$ cat config.mk
export PLATFORM = sky130hd
export DESIGN_NAME = osr_scale
export DESIGN_NICKNAME = d
export VERILOG_FILES = /design/src/osr_pkg.sv /design/src/osr_scale.sv
export SDC_FILE = /design/constraint.sdc
export NUM_CORES = 1
export LEC_CHECK = 0
export ABC_AREA = 0
export BUFFER_PORTS_ARGS = -buffer_cell sky130_fd_sc_hd__buf_2
export CAP_MARGIN = 10
export CORE_UTILIZATION = 30
export DETAILED_ROUTE_END_ITERATION = 6
export SKIP_CTS_REPAIR_TIMING = 1
export SLEW_MARGIN = 15
export SYNTH_ARGS = -nofsm -noshare
export SYNTH_HDL_FRONTEND = slang
export SYNTH_SLANG_ARGS = --single-unit
$ cat constraint.sdc
create_clock -name clk -period 31.4 [get_ports clk]
set_input_delay 0 -clock clk [delete_from_list [all_inputs] [get_ports clk]]
set_output_delay 0 -clock clk [all_outputs]
set_load 0.005 [all_outputs]
$ cat src/osr_pkg.sv
// Shared types, constants and register codes for the oblique slice resampler.
package osr_pkg;

	localparam int DEF_VOL_WIDTH  = 32;
	localparam int DEF_VOL_HEIGHT = 32;
	localparam int DEF_VOL_DEPTH  = 32;

	localparam int MEM_WORDS  = 32768;
	localparam int ADDR_W     = 15;
	localparam int VOXEL_W    = 16;
	localparam int COORD_W    = 20;
	localparam int CORNER_W   = 3 * COORD_W;
	localparam int RC_W       = 5;
	localparam int IDX_W      = 9;
	localparam int WEIGHT_W   = 20;
	localparam int CFG_IDX_W  = 3;
	localparam int SCALE_MAX  = 255;

	localparam logic [CFG_IDX_W-1:0] CFG_CORNER_A = 3'd0;
	localparam logic [CFG_IDX_W-1:0] CFG_CORNER_B = 3'd1;
	localparam logic [CFG_IDX_W-1:0] CFG_CORNER_C = 3'd2;
	localparam logic [CFG_IDX_W-1:0] CFG_CORNER_D = 3'd3;
	localparam logic [CFG_IDX_W-1:0] CFG_WIN_LOW  = 3'd4;
	localparam logic [CFG_IDX_W-1:0] CFG_WIN_HIGH = 3'd5;

	localparam logic OP_LOAD   = 1'b0;
	localparam logic OP_SAMPLE = 1'b1;

	typedef struct packed {
		logic                     op;
		logic [ADDR_W-1:0]        voxel_addr;
		logic signed [VOXEL_W-1:0] voxel_value;
		logic [RC_W-1:0]          row;
		logic [RC_W-1:0]          col;
	} item_t;

	typedef struct packed {
		logic [7:0] pixel;
		logic       outside;
	} result_t;

endpackage

$ cat src/osr_scale.sv
// Window clamp and byte scaling with a two-stage restoring divider.
module osr_scale (
	input  logic                                  clk,
	input  logic                                  en,
	input  logic signed [osr_pkg::VOXEL_W-1:0]    voxel,
	input  logic                                  outside,
	input  logic signed [osr_pkg::VOXEL_W-1:0]    win_low,
	input  logic signed [osr_pkg::VOXEL_W-1:0]    win_high,
	output osr_pkg::result_t                      result
);
	import osr_pkg::*;

	localparam int DW = VOXEL_W + 1;
	localparam int NW = 25;

	logic signed [VOXEL_W-1:0] vv;
	logic signed [DW-1:0]      diff;
	logic [NW-1:0]             numer_s9, rem_s10, rem_a, rem_b;
	logic [DW-1:0]             div_s9, div_s10;
	logic                      empty_s9, empty_s10, out_s9, out_s10;
	logic [7:0]                q_s10, q_a, q_b;
	result_t                   res_s11;

	// Clamp into the window and form the scaled numerator
	always_comb begin
		vv = outside ? '0 : voxel;
		if (vv < win_low)
			vv = win_low;
		if (vv > win_high)
			vv = win_high;
		diff = DW'(vv) - DW'(win_low);
	end

	always_ff @(posedge clk) begin
		if (en) begin
			numer_s9 <= NW'(diff[DW-1:0]) * NW'(SCALE_MAX);
			div_s9   <= DW'(DW'(win_high) - DW'(win_low));
			empty_s9 <= (win_high <= win_low);
			out_s9   <= outside;
		end
	end

	// Upper quotient bits
	always_comb begin
		rem_a = numer_s9;
		q_a   = '0;
		for (int k = 7; k >= 4; k--) begin
			if (rem_a >= (NW'(div_s9) << k)) begin
				rem_a = rem_a - (NW'(div_s9) << k);
				q_a[k] = 1'b1;
			end
		end
	end

	always_ff @(posedge clk) begin
		if (en) begin
			rem_s10   <= rem_a;
			q_s10     <= q_a;
			div_s10   <= div_s9;
			empty_s10 <= empty_s9;
			out_s10   <= out_s9;
		end
	end

	// Lower quotient bits
	always_comb begin
		rem_b = rem_s10;
		q_b   = q_s10;
		for (int k = 3; k >= 0; k--) begin
			if (rem_b >= (NW'(div_s10) << k)) begin
				rem_b = rem_b - (NW'(div_s10) << k);
				q_b[k] = 1'b1;
			end
		end
	end

	// Output register
	always_ff @(posedge clk) begin
		if (en) begin
			res_s11.pixel   <= empty_s10 ? 8'd0 : q_b;
			res_s11.outside <= out_s10;
		end
	end

	assign result = res_s11;

endmodule

Word level (Yosys, flattened, before mapping)
Index checks and enable logic that the tools add are counted.
Word-level totals
  register bits: 101
  input bits: 51
  word-level logic and storage cells: 50
  output and inout port bits: 9
Cells by class
  magnitude comparators: 11
  multipliers: 1
  add/subtract/negate cells: 9
  muxes and demuxes: 18
Operator list (number)
  $mux W25: 7
  $mux W16: 3
  $sub A16 B16 Y17: 2
  $ge A25 B17 Y1: 1
  $ge A25 B18 Y1: 1
  $ge A25 B19 Y1: 1
  $ge A25 B20 Y1: 1
  $ge A25 B21 Y1: 1
  $ge A25 B22 Y1: 1
  $ge A25 B23 Y1: 1
  $ge A25 B24 Y1: 1
  $mul A17 B8 Y25 const B: 1
  $sub A25 B18 Y25: 1
  $sub A25 B19 Y25: 1
  $sub A25 B20 Y25: 1
  $sub A25 B21 Y25: 1
  $sub A25 B22 Y25: 1
  $sub A25 B23 Y25: 1
  $sub A25 B24 Y25: 1
  $gt A16 B16 Y1: 1
  $le A16 B16 Y1: 1
  $lt A16 B16 Y1: 1
  $mux W1: 8

Depth between registers and ports, before layout
  depth after elaboration: 8
  mapped depth: 65
  mapped depth without buffers: 63

Least setup slack after synthesis
No wires, ideal clock.
  kind: input-to-reg
  from: in voxel[1] in the netlist's numbering
  to: reg numer_s9[24], data pin
  cell stages on the path: 63
  setup time: 264 ps
  required time: 31136 ps
  data arrival time: 11315 ps
  path buffers: 3
  path slack: 19821 ps
  cells stage by stage: nor2b_1 > ha_1 > o21ai_0 > nand2b_1 > a21o_1 > a21o_1 > a21o_1 > a21oi_1 > nor2b_1 > o21a_1 > o211ai_1 > nand3_1 > nand3_1 > clkbuf_1 > mux2i_1 > ha_1 > nor2b_1 > o21a_1 > [... 27 more ...] > a21oi_1 > fa_1 > inv_1 > fa_1 > inv_1 > fa_1 > inv_1 > fa_1 > inv_1 > ha_1 > and3_1 > a31oi_1 > a2111oi_0 > o21a_1 > o21ai_0 > nand2b_1 > o31ai_1 > xnor2_1
On the way
  cells in the longest elaborated chain, start to end: 7
RTL lines
  start: declaration: line osr_scale.sv:5  | input logic signed [osr_pkg::VOXEL_W-1:0] voxel,
  $mux W16 *: line osr_scale.sv:26  | vv = outside ? '0 : voxel;
  $lt A16 B16 Y1: line osr_scale.sv:27  | if (vv < win_low)
  $mux W16 *: line osr_scale.sv:27
  $gt A16 B16 Y1: line osr_scale.sv:29  | if (vv > win_high)
  $mux W16 *: line osr_scale.sv:29
  $sub A16 B16 Y17 *: line osr_scale.sv:31  | diff = DW'(vv) - DW'(win_low);
  $mul A17 B8 Y25 *: line osr_scale.sv:36  | numer_s9 <= NW'(diff[DW-1:0]) * NW'(SCALE_MAX);
  end signal: assignment: line osr_scale.sv:36
  end: declaration: line osr_scale.sv:18  | logic [NW-1:0] numer_s9, rem_s10, rem_a, rem_b;
Every way passes the cells marked *; elsewhere a longest branch is shown, timed or not.
A chain may end at the register's enable or synchronous reset.

Final worst setup path
  from: reg div_s9[0]
  to: reg rem_s10[22], data pin
On the way
  cells in the longest elaborated chain, start to end: 8
  elaborated cells on any way between the ends: 12
  those cells by class: add/sub: 4; order compare: 4; mux: 4
RTL lines
  start: declaration: line osr_scale.sv:19  | logic [DW-1:0] div_s9, div_s10;
  start signal: assignment: line osr_scale.sv:37  | div_s9 <= DW'(DW'(win_high) - DW'(win_low));
  $sub A25 B24 Y25 or $ge A25 B24 Y1 (tied branches): line osr_scale.sv:49, osr_scale.sv:48
  $mux W25: line osr_scale.sv:48  | if (rem_a >= (NW'(div_s9) << k)) begin
  $sub A25 B23 Y25 or $ge A25 B23 Y1 (tied branches): line osr_scale.sv:49, osr_scale.sv:48
  $mux W25: line osr_scale.sv:48
  $sub A25 B22 Y25 or $ge A25 B22 Y1 (tied branches): line osr_scale.sv:49, osr_scale.sv:48
  $mux W25: line osr_scale.sv:48
  $sub A25 B21 Y25 or $ge A25 B21 Y1 (tied branches): line osr_scale.sv:49, osr_scale.sv:48
  $mux W25 *: line osr_scale.sv:48
  net rem_a[22]: line osr_scale.sv:18
  end signal: assignment: line osr_scale.sv:57  | rem_s10 <= rem_a;
  end: declaration: line osr_scale.sv:18
The timed path passes the listed nets; every way through them passes the cells marked *.

==> summary.md <==
| Metric | Value |
|---|---|
| Latest clock arrival within the worst-skew pair | 0.37 ns |
| Count of state elements after synthesis | approximately 100 |
| ANT cells | 0 |
| Detailed Routing Iterations Pass 1 | 5 |
| Most used DFF post-synth | edfxtp_1 |
| Total Routing Usage GR | between 15 and 20% |
| Max-cap violations | 0 |
| Yosys cell types | 83 |
| Drc violations | 0 |
| Hold path depth | 1 |
| RSZ-0062 raised after global routing | no |
| Layout cells sized above 1 | about 8.4% |
| Yosys top cell by area | ha_1 |
| I/O pins | 60 |
| Die X | between 200 and 250 µm |
| CTS tree | done |
| Slowest CP cell | and4b_1 |
| Clock buffer depth | 2 |
| Largest net degree at the start of global routing | 83 |
| H-tree levels | 3 |
| Crit end category | flop |
| Flop2flop setup slack | 17.98 ns |
| Mux cell area share after synthesis | 5.77% |
| Startpoint type of the worst setup path | flop |
| Clk sink count | 101 |
| Compound-cell area share of the yosys netlist | a little under a fifth |
| Syn avg cell area | ~8.4 µm² |
| Xor/xnor share of the synthesized area | ~6.9% |
| Final min period | 13.42 ns |
| Largest cells by area after synthesis | ha_1 (19%), edfxtp_1 (18%), fa_1 (8.7%), inv_1 (6.1%), mux2_2 (4.7%) |
| Worst slew pin tran | approximately 1.1 ns |
| RR Endpoint | rem_s10[22] |
| R2R cell count | 48 |
| Synth top area share | between 10% and 20% |
| Setup TNS Final | 0 ns |
| First-pass GRT wire length | 73800 µm |
| Reg-to-Reg Start | div_s9[0] |
| Worst hold start | outside |
| Setup Crit Path Kind | flop to flop |
| Root Buffer | clkbuf_16 |
| Synth Area in Simple Gates | 15.9% |
| Syn Nets | about 2400 |
| Drt total wl | between 40000 and 50000 µm |
| I/O Buffers | 59 |
| Fin. max-slew vios | 0 |
| Most common cell on crit path | o21ai_0 |
| Post-synth EDFFs | approximately 100 |
| Chip Height | 239 µm |
| Core area | around 0.055 mm² |
| Largest family of logic cells by synthesized area | adder cells |
| HP Class | input port to flop |
| Critical path data arrival time | between 10 and 15 ns |
| Starting Density | a little under a third |
| Post-DP HPWL | around 38000 µm |
| Fin nets | roughly 2400 |
| Fin crit share | ~43% |
| Asr flop ratio synth | 0% |
| Die area | between 0.05 and 0.06 mm² |
| Synth-to-Final Area Change | 8.37% |
| Post-Syn Instances | 1994 |
| Final GP Congestion | 0.944 |
| Critical Path Fanout Max | 36 |
| Routed wire per std cell | 16.0 µm |
| Post-layout utilization of the core | between 30% and 40% |
| Detailed Route Iter0 Violations | between 800 and 900 |
| Rows | 86 |
| Status | completed |
| Max Fclk | between 70 and 80 MHz |
| Sequential area share after synthesis | 18.0% |
| Grt total ovfl | 0 |
| Final hold violations | 0 |
| Crit path largest cell delay | about 0.9 ns |
| Relative slew margins | 28.0% |
| TritonCTS buffer count | 9 |
| Vias per cell | ~5.0 |
| Setup violators final | 0 |
| Vias in the first global route | ~14000 |
| Post-DRT Antenna Nets | 0 |
| Post-Syn Area | between 0.015 and 0.02 mm² |
| Post-Synth Adder-Cell Area | ~28% |
| Required @ worst endpoint | 31.52 ns |
| Hold endpoint | out_s9 |
| Antenna violations before repair | 1 |
| Clock Pin Slew Worst Setup and Hold Paths | 0.08 ns |
| Skew final | between 0.01 and 0.015 ns |
| Yosys warns | 0 |
| DR vias | ~14000 |
[area by class of cell]
class | instances | area (µm²)
fillers | 5871 | 37100
inverters | 274 | 1030
repair buffers | 64 | 335
multi-input cells | 1594 | 12600
well taps | 748 | 936
flip-flops and latches | 101 | 3030
clock inverters | 7 | 46.3
clock buffers | 9 | 225
[per-layer routing]
metal	GRT usage, %	part of all wire, %
met1	21.5	48
met5	0	0
met3	2.15	3.5
met4	4.10	2.4
met2	27.8	47
[cells in the final DEF, fill, tap and decap left out, types with 10 or more instances in the layout]
master	count
o21bai_1	16
inv_1	273
a21boi_0	31
fa_1	73
o21ai_0	105
o21ai_1	14
a21o_1	59
edfxtp_1	101
mux2i_1	16
xor2_1	42
mux2_2	71
nor2_1	168
a21oi_1	143
xnor2_1	91
nand3_1	27
nor2b_1	59
a31oi_1	11
nor3_1	26
o21a_1	27
ha_1	256
nor4_1	12
o31ai_1	10
a211oi_1	10
nand2_1	136
nand4_1	29
and3_1	17
nand2b_1	31
buf_2	58
[synth_stat cells (3+ instances only)]
| cell | n |
|---|---|
| o41ai_1 | 3 |
| a31o_2 | 4 |
| o31ai_1 | 10 |
| a211o_1 | 8 |
| nor2_1 | 168 |
| inv_1 | 273 |
| ha_1 | 256 |
| a21boi_0 | 31 |
| a21oi_1 | 143 |
| a211oi_1 | 10 |
| nand2b_1 | 31 |
| nand3b_1 | 3 |
| o21ai_0 | 105 |
| and2_1 | 9 |
| a31oi_1 | 11 |
| buf_6 | 4 |
| mux2i_1 | 16 |
| nand4b_1 | 4 |
| nor4_1 | 12 |
| nand2_1 | 136 |
| nor3_1 | 26 |
| a21o_1 | 59 |
| edfxtp_1 | 101 |
| or4_1 | 3 |
| or3_1 | 9 |
| nor2b_1 | 59 |
| and3_1 | 17 |
| xor2_1 | 42 |
| o21a_1 | 27 |
| o21bai_1 | 16 |
| fa_1 | 73 |
| o2111ai_1 | 3 |
| nand4_1 | 29 |
| or2_2 | 7 |
| o21ai_1 | 14 |
| xnor2_1 | 91 |
| nand3_1 | 27 |
| mux2_2 | 71 |
| clkbuf_1 | 14 |
| o211ai_1 | 9 |
| and4_1 | 3 |
| buf_2 | 5 |
[worst max-delay path, delay by kind of cell, from the launching register on]
family | cells | cell delay [ns]
AO/OA/AOI/OAI | 29 | 7.27
adder cells (fa/ha/maj) | 5 | 1.71
XOR/XNOR | 1 | 0.09
buffers and inverters | 4 | 0.60
AND/OR/NAND/NOR | 8 | 2.67
multiplexers | 1 | 0.31
flip-flops | 1 | 0.46
[worst max-delay path by stage]
stage / endpoint / start / cells past startpoint / slack, ns
2_1_floorplan: numer_s9[24] / voxel[1] / 63 / 19.82
3_3_place_gp: rem_s10[22] / div_s9[1] / 46 / 18.20
6_report: rem_s10[22] / div_s9[0] / 48 / 17.98
4_1_cts: rem_s10[22] / div_s9[1] / 46 / 17.76
5_1_grt: rem_s10[21] / div_s9[0] / 48 / 16.80
3_5_place_dp: rem_s10[22] / div_s9[1] / 46 / 17.77
[metrics by stage]
step	worst slack (ns)	cells	cell area, µm²	hold slack, ns
finish	17.98	2797	18200	0.0270
global route	16.80	2797	18200	0.0304
CTS	17.76	2797	18200	0.00819
detailed placement	17.77	2781	18000	0.397
global placement	18.20	2781	18000	0.395
floorplan	19.82	1994	16800	0.0989
[kinds of logic after synthesis]
group                      Yosys count
xor gates and xnor gates           133
muxes                               88
DFF                                101
adders and majority gates          329
buffers and inverters              299
and+or+nand+nor                    552
AOI/OAI and AO/OA                  492
[registers in the layout (all words and copies together) (netlist names)]
register,cells
q_s10,4
out_s9,1
div_s10,17
div_s9,17
out_s10,1
result,9
numer_s9,25
empty_s10,1
empty_s9,1
rem_s10,25
Power is not shown: default switching activity piles up to over one toggle a cycle in this logic, so the estimate is an artifact.
